<file path="config.mk">
export PLATFORM = sky130hd
export DESIGN_NAME = railway_block_start_field_fsm_core
export DESIGN_NICKNAME = d
export VERILOG_FILES = /design/src/rtl/rbsf_pkg.sv /design/src/rtl/railway_block_start_field_fsm_core.sv
export SDC_FILE = /design/constraint.sdc
export NUM_CORES = 1
export LEC_CHECK = 0
export BUFFER_PORTS_ARGS = -buffer_cell sky130_fd_sc_hd__buf_2
export CORE_MARGIN = 1
export CORE_UTILIZATION = 59
export CTS_CLUSTER_DIAMETER = 50
export DETAILED_ROUTE_END_ITERATION = 10
export GPL_ROUTABILITY_DRIVEN = 1
export GPL_TIMING_DRIVEN = 0
export HOLD_SLACK_MARGIN = 0.1
export PLACE_DENSITY = 0.81
export SETUP_SLACK_MARGIN = 0.02
export SLEW_MARGIN = 30
export SYNTH_ARGS = -nofsm -noshare
export SYNTH_HDL_FRONTEND = slang
export SYNTH_SLANG_ARGS = --single-unit
</file>
<file path="constraint.sdc">
create_clock -name clk -period 3.2 [get_ports clk]
set_input_delay 0.64 -clock clk [delete_from_list [all_inputs] [get_ports clk]]
set_output_delay 0.64 -clock clk [all_outputs]
set_load 0.1 [all_outputs]
</file>
<file path="src/rtl/rbsf_pkg.sv">
// Shared types, constants and bit positions for the start-field controller.
package rbsf_pkg;

    localparam int unsigned PhaseWidth = 3;
    localparam int unsigned DelayWidth = 16;
    localparam int unsigned LampCount  = 9;
    localparam int unsigned CfgIdxWidth = 2;
    localparam int unsigned InDataWidth  = 16;
    localparam int unsigned OutDataWidth = 16;

    localparam logic [DelayWidth-1:0] DelayResetTicks = 16'd500;

    typedef enum logic [PhaseWidth-1:0] {
        PH_FREE      = 3'd0,
        PH_OCCUPIED  = 3'd1,
        PH_PREDEPART = 3'd2,
        PH_DEPART    = 3'd3,
        PH_ENTRYSIG  = 3'd4,
        PH_COUPLING  = 3'd5,
        PH_FAULTWAIT = 3'd6
    } phase_t;

    typedef enum logic [CfgIdxWidth-1:0] {
        CFG_FIELD_BLOCK_MODE = 2'd0,
        CFG_KEY_BOX_DIRECT   = 2'd1,
        CFG_DEPART_DELAY     = 2'd2
    } cfg_idx_t;

    // Positions in the lamp register, matching the order of the result fields.
    localparam int unsigned L_DEPART   = 0;
    localparam int unsigned L_NOSTOP   = 1;
    localparam int unsigned L_KEYOK    = 2;
    localparam int unsigned L_EXITLOCK = 3;
    localparam int unsigned L_BLOCK    = 4;
    localparam int unsigned L_PREBLOCK = 5;
    localparam int unsigned L_REPEAT   = 6;
    localparam int unsigned L_GREEN    = 7;
    localparam int unsigned L_RELAY    = 8;

    typedef struct packed {
        logic ms_tick;
        logic link_fault;
        logic back_block_received;
        logic aux_allowed;
        logic aux_key_press;
        logic exit_contact;
        logic entry_contact;
        logic entry_signal_clear;
        logic exit_signal_clear;
    } step_in_t;

    typedef struct packed {
        logic                 start_indicator;
        logic                 send_preblock;
        logic [LampCount-1:0] lamps;
        phase_t               phase;
    } step_out_t;

endpackage

</file>
<file path="src/rtl/railway_block_start_field_fsm_core.sv">
// Start-field controller of a line block: phase machine, key latch, delay timer, lamps.
// Each result is registered: it appears on m_tdata in the cycle after its input beat is accepted.
// Throughput: one beat per cycle while m_tready is high; the step logic sits between the
// state registers and a single output register, and s_tready stays high while it drains.
// Reset (rst_n low, asynchronous): free phase with entry actions due, key latch and
// delay count cleared, all lamps off, registers at their documented defaults.
module railway_block_start_field_fsm_core (
    input  logic        clk,
    input  logic        rst_n,
    // Input beat.
    input  logic        s_tvalid,
    output logic        s_tready,
    // [0] exit_signal_clear, [1] entry_signal_clear, [2] entry_contact,
    // [3] exit_contact, [4] aux_key_press, [5] aux_allowed,
    // [6] back_block_received, [7] link_fault, [8] ms_tick, [15:9] zero
    input  logic [rbsf_pkg::InDataWidth-1:0]  s_tdata,
    // Result beat.
    output logic        m_tvalid,
    input  logic        m_tready,
    // [2:0] phase, [3] depart_possible, [4] no_forced_stop, [5] key_removal_ok,
    // [6] exit_lock_lamp, [7] block_lamp, [8] preblock_lamp, [9] repeat_lock_lamp,
    // [10] green_led, [11] key_relay, [12] send_preblock, [13] start_indicator,
    // [15:14] zero
    output logic [rbsf_pkg::OutDataWidth-1:0] m_tdata,
    // Configuration writes.
    input  logic        cfg_valid,
    output logic        cfg_ready,
    input  logic [rbsf_pkg::CfgIdxWidth-1:0] cfg_index,
    input  logic [rbsf_pkg::DelayWidth-1:0]  cfg_data
);

    rbsf_pkg::phase_t                     phase_reg, phase_next;
    rbsf_pkg::phase_t                     phase_cur;
    logic                                 entering;
    logic                                 entry_pending_reg, entry_pending_next;
    logic                                 key_latch_reg, key_latch_next;
    logic [rbsf_pkg::DelayWidth-1:0]      delay_count_reg, delay_count_next;
    logic [rbsf_pkg::LampCount-1:0]       lamp_reg, lamp_next;
    logic                                 mode_reg;
    logic                                 box_direct_reg;
    logic [rbsf_pkg::DelayWidth-1:0]      delay_ticks_reg;
    logic                                 m_tvalid_reg;
    logic [rbsf_pkg::OutDataWidth-1:0]    m_tdata_reg;
    rbsf_pkg::step_in_t                   step_in;
    rbsf_pkg::step_out_t                  step_out;
    logic                                 send_next;
    logic                                 start_next;
    logic                                 s_accept;

    assign step_in   = s_tdata[$bits(rbsf_pkg::step_in_t)-1:0];
    assign s_tready  = !m_tvalid_reg || m_tready;
    assign s_accept  = s_tvalid && s_tready;
    assign cfg_ready = 1'b1;
    assign m_tvalid  = m_tvalid_reg;
    assign m_tdata   = m_tdata_reg;

    always_comb
    begin
        // An unused phase code is taken as free with its entry actions due in this step.
        phase_cur = phase_reg;
        entering  = entry_pending_reg;
        if (phase_reg > rbsf_pkg::PH_FAULTWAIT)
        begin
            phase_cur = rbsf_pkg::PH_FREE;
            entering  = 1'b1;
        end

        phase_next         = phase_cur;
        entry_pending_next = 1'b0;
        key_latch_next     = key_latch_reg | step_in.aux_key_press;
        delay_count_next   = delay_count_reg;
        lamp_next          = lamp_reg;
        send_next          = 1'b0;
        start_next         = 1'b0;

        case (phase_cur)
            rbsf_pkg::PH_FREE:
            begin
                if (entering)
                begin
                    key_latch_next = 1'b0;
                    lamp_next[rbsf_pkg::L_DEPART]   = 1'b1;
                    lamp_next[rbsf_pkg::L_NOSTOP]   = 1'b1;
                    lamp_next[rbsf_pkg::L_KEYOK]    = 1'b1;
                    lamp_next[rbsf_pkg::L_EXITLOCK] = 1'b0;
                    lamp_next[rbsf_pkg::L_BLOCK]    = 1'b0;
                    lamp_next[rbsf_pkg::L_PREBLOCK] = 1'b0;
                    lamp_next[rbsf_pkg::L_GREEN]    = 1'b0;
                    if (box_direct_reg)
                    begin
                        lamp_next[rbsf_pkg::L_RELAY] = 1'b1;
                    end
                end
                else if (step_in.exit_signal_clear)
                begin
                    phase_next         = rbsf_pkg::PH_PREDEPART;
                    entry_pending_next = 1'b1;
                end
                else if (step_in.aux_allowed && key_latch_next)
                begin
                    key_latch_next     = 1'b0;
                    phase_next         = rbsf_pkg::PH_OCCUPIED;
                    entry_pending_next = 1'b1;
                end
            end
            rbsf_pkg::PH_OCCUPIED:
            begin
                if (entering)
                begin
                    send_next = 1'b1;
                    lamp_next[rbsf_pkg::L_DEPART]   = 1'b0;
                    lamp_next[rbsf_pkg::L_NOSTOP]   = 1'b0;
                    lamp_next[rbsf_pkg::L_KEYOK]    = 1'b0;
                    lamp_next[rbsf_pkg::L_REPEAT]   = 1'b0;
                    lamp_next[rbsf_pkg::L_BLOCK]    = 1'b1;
                    lamp_next[rbsf_pkg::L_PREBLOCK] = 1'b1;
                    lamp_next[rbsf_pkg::L_GREEN]    = 1'b1;
                    key_latch_next = 1'b0;
                    if (box_direct_reg)
                    begin
                        lamp_next[rbsf_pkg::L_RELAY] = 1'b0;
                    end
                end
                else if (step_in.back_block_received)
                begin
                    start_next         = 1'b1;
                    phase_next         = rbsf_pkg::PH_FREE;
                    entry_pending_next = 1'b1;
                end
            end
            rbsf_pkg::PH_PREDEPART:
            begin
                if (entering)
                begin
                    delay_count_next = delay_ticks_reg;
                    lamp_next[rbsf_pkg::L_EXITLOCK] = 1'b1;
                    lamp_next[rbsf_pkg::L_REPEAT]   = 1'b1;
                    lamp_next[rbsf_pkg::L_KEYOK]    = 1'b0;
                    if (box_direct_reg)
                    begin
                        lamp_next[rbsf_pkg::L_RELAY] = 1'b0;
                    end
                end
                else if (step_in.ms_tick)
                begin
                    if (delay_count_reg == '0)
                    begin
                        lamp_next[rbsf_pkg::L_DEPART] = 1'b0;
                        phase_next         = rbsf_pkg::PH_DEPART;
                        entry_pending_next = 1'b1;
                    end
                    else
                    begin
                        delay_count_next = delay_count_reg - 1'b1;
                    end
                end
            end
            rbsf_pkg::PH_DEPART:
            begin
                if (entering)
                begin
                    key_latch_next = 1'b0;
                end
                else if (step_in.entry_signal_clear)
                begin
                    phase_next         = rbsf_pkg::PH_ENTRYSIG;
                    entry_pending_next = 1'b1;
                end
                else if (step_in.entry_contact || step_in.exit_contact)
                begin
                    phase_next         = rbsf_pkg::PH_COUPLING;
                    entry_pending_next = 1'b1;
                end
                else if (!step_in.exit_signal_clear && key_latch_next)
                begin
                    phase_next         = rbsf_pkg::PH_OCCUPIED;
                    entry_pending_next = 1'b1;
                end
            end
            rbsf_pkg::PH_ENTRYSIG:
            begin
                if (!entering && !step_in.entry_signal_clear)
                begin
                    phase_next         = rbsf_pkg::PH_DEPART;
                    entry_pending_next = 1'b1;
                end
            end
            rbsf_pkg::PH_COUPLING:
            begin
                if (entering)
                begin
                    lamp_next[rbsf_pkg::L_NOSTOP] = 1'b0;
                    key_latch_next = 1'b0;
                end
                else if (!step_in.exit_signal_clear)
                begin
                    if (step_in.link_fault)
                    begin
                        phase_next         = rbsf_pkg::PH_FAULTWAIT;
                        entry_pending_next = 1'b1;
                    end
                    else if (!mode_reg || key_latch_next)
                    begin
                        phase_next         = rbsf_pkg::PH_OCCUPIED;
                        entry_pending_next = 1'b1;
                    end
                end
                else
                begin
                    key_latch_next = 1'b0;
                end
            end
            rbsf_pkg::PH_FAULTWAIT:
            begin
                if (entering)
                begin
                    key_latch_next = 1'b0;
                end
                else if (!step_in.link_fault && key_latch_next)
                begin
                    phase_next         = rbsf_pkg::PH_OCCUPIED;
                    entry_pending_next = 1'b1;
                end
            end
            default:
            begin
                // Codes above faultwait have already been mapped to free.
            end
        endcase

        step_out.phase           = phase_next;
        step_out.lamps           = lamp_next;
        step_out.send_preblock   = send_next;
        step_out.start_indicator = start_next;
    end

    always_ff @(posedge clk or negedge rst_n)
    begin
        if (!rst_n)
        begin
            phase_reg         <= rbsf_pkg::PH_FREE;
            entry_pending_reg <= 1'b1;
            key_latch_reg     <= 1'b0;
            delay_count_reg   <= '0;
            lamp_reg          <= '0;
            mode_reg          <= 1'b0;
            box_direct_reg    <= 1'b0;
            delay_ticks_reg   <= rbsf_pkg::DelayResetTicks;
            m_tvalid_reg      <= 1'b0;
            m_tdata_reg       <= '0;
        end
        else
        begin
            if (cfg_valid)
            begin
                case (cfg_index)
                    rbsf_pkg::CFG_FIELD_BLOCK_MODE: mode_reg        <= cfg_data[0];
                    rbsf_pkg::CFG_KEY_BOX_DIRECT:   box_direct_reg  <= cfg_data[0];
                    rbsf_pkg::CFG_DEPART_DELAY:     delay_ticks_reg <= cfg_data;
                    default:                        ;
                endcase
            end
            if (s_accept)
            begin
                phase_reg         <= phase_next;
                entry_pending_reg <= entry_pending_next;
                key_latch_reg     <= key_latch_next;
                delay_count_reg   <= delay_count_next;
                lamp_reg          <= lamp_next;
                m_tvalid_reg      <= 1'b1;
                m_tdata_reg       <= rbsf_pkg::OutDataWidth'(step_out);
            end
            else if (m_tready)
            begin
                m_tvalid_reg <= 1'b0;
            end
        end
    end

endmodule
</file>
==> metrics.txt <==
area occupied by multi-input gates about 1500 sq um; Post-synth ARST share 100.0%; # IOs just under 60; nets a little over 400; clk slew on worst S/H paths 0.10 ns; Worst VDD drop 0.0006029 V; vias per cell 6.132; total gr overflow 0; Setup WS post-layout 0.7611 ns; setup_tns 0 ns; GRT Total Usage 28.12%; Placer Congestion 0.9732; FILL cells 374; top-area cell type share of the netlist area 38.18%; crit-path max FO 10; htree depth 2; Crit path arrival time 2.65 ns; final period utilization 76.22%; Power Density ~1000 nW/um^2; final setup fails 0; die height between 70 and 80 um; Mapped Cells 309; CTS tree yes; min-delay worst type in -> async; largest net degree at the start of global routing 52; Static Leak between 0.001 and 0.0015 uW; cts bufs inserted 5; max_slew headroom 58.34%; CTS Root Cell clkbuf_8; cells resized by post-CTS repair 0; Post-synth EDFFs 0; total number of vias between 2k and 3k; Port Buf Inserts 47; Worst Max-Slew Pin Slew 0.6249 ns; Clock Sinks 51; Ys Warns 0; worst-skew pair later-pin latency approximately 0.31 ns; die area 5172 sq um; WL per Instance 15.90 um; Clock Path Buffers 2; post-synth cell types 62; synthesis-stage register bit count a little over 50; top-count cell post-synth dfrtp_1; status completed; Setup crit start kind flop; Die Width 71.92 um; worst reg2reg path depth 8; # diodes 0; Final Hold Viols 0; WL final 6867 um; top cells by instance count after synthesis dfrtp_1 (44), nand2_1 (31), a21oi_1 (27); initial antenna violation count 0; Mean Syn Cell Area 9.333 sq um; Critical Path RT around 3.4 ns; critical path endpoint category flop; P&R area growth vs syn 16.01%; Initial Util between 60 and 70%; final core occ 70.83%; post-route ant nets 0; sequential fraction of the synthesis area 44.56%; RSZ-0062 raised after global routing false; Rows 25; core region area 4723 sq um; FMAX 0.4100 GHz; First DRT Iteration DRCs 214; Slew Limit Fails 0; Setup Buffers After CTS 0; first-pass GRT wire length 11,290 um; Final Power ~3400 uW; kind of critical path reg -> reg; clk_skew 0.01333 ns; Final HPWL DP 4996 um; 1st-pass router iterations 4; Main synth FF type dfrtp_1; layout cells sized above 1 27.67%; Post-Syn Area 2884 sq um; Synth area leaders dfrtp_1 (38%), mux2_2 (7.8%), dfstp_2 (6.4%); maxcap violations 0; Synth area leader dfrtp_1; register area 1285 sq um; number of global-route vias before repair 2,439; Final Critical Period 2.439 ns; DP Worst Slack around 0.76 ns; post-cts hold buffer count 0; drc violations 0
-- layout by cell type, fill, tap and decap left out, drive strengths merged, types with 3 or more instances in the layout --
cell type   n
a211oi      4
a21oi      27
a22oi       3
a2bb2oi     4
a31oi       9
buf        57
clkbuf     16
conb        3
dfrtp      44
dfstp       7
inv         6
mux2       20
nand2      31
nand2b      6
nand3       8
nand3b      5
nor2       25
nor3        4
nor3b       4
nor4        6
o211ai      3
o21ai      27
o22ai       6
or3         3
-- final timing paths --
path / startpoint / endpoint / slack, ns
max: delay_count_reg[1] / delay_count_reg[9] / 0.76
min: rst_n / async pin / 0.33
max reg2reg: delay_count_reg[1] / delay_count_reg[9] / 0.76
min reg2reg: m_tdata[13] / m_tdata[13] / 0.49
max in group asynchronous: rst_n / key_latch_reg / 2.44
min in group clk: m_tdata[13] / m_tdata[13] / 0.49
-- layout make-up --
type / count / share of cell area, %
Clock inverter: 3 / 2.019
Sequential cell: 51 / 38.41
Tap cell: 67 / 2.506
Multi-Input combinational cell: 231 / 43.75
Inverter: 7 / 0.7853
Clock buffer: 5 / 2.057
Buffer: 21 / 3.366
Timing Repair Buffer: 47 / 7.105
-- critical path, stage by stage, from the launching register on --
cell and delay (ns):
dfrtp_1 0.41, inv_1 0.11, ha_1 0.21, nor3b_2 0.34, nand4b_2 0.24, o41ai_1 0.47
buf_2 0.30, a21oi_1 0.08, a2bb2oi_1 0.16
-- routing by layer --
metal / GRT usage [%] / wire length (um) / vias to the layer above / part of all wire [%]
met5: 0 / 0 / - / 0
met4: 10.46 / 112 / 0 / 1.6
met3: 5.417 / 517 / 16 / 7.5
met2: 42.66 / 3085 / 124 / 45
met1: 40.37 / 3152 / 1256 / 46
li1: - / - / 1253 / -
-- power breakdown --
part	switching, uW	internal, uW	total [uW]	leakage, uW
Sequential	205	878	1080	0.000618
Combinational	1290	481	1770	0.000742
Clock	220	312	532	0.0000644
Total	1720	1670	3390	0.00142
-- logic make-up after synthesis --
kind of cell / Yosys count / synth area share [%]
compound gates: 105 / 23.73
buf+inv: 28 / 4.815
flops: 51 / 44.56
fa+ha+maj: 1 / 0.4338
other cells: 2 / 0.2604
simple gates: 101 / 18.05
mux: 21 / 8.156
-- per-stage QoR --
step	cells	hold slack [ns]	cell area (sq um)
after CTS	432	0.3691	3346
after floorplan	310	0.3444	2888
after global routing	432	0.3893	3346
after detailed placement	424	0.4638	3209
after global placement	424	0.4570	3207
final	432	0.3332	3346
Note: power is estimated with default switching activity, not from simulation.
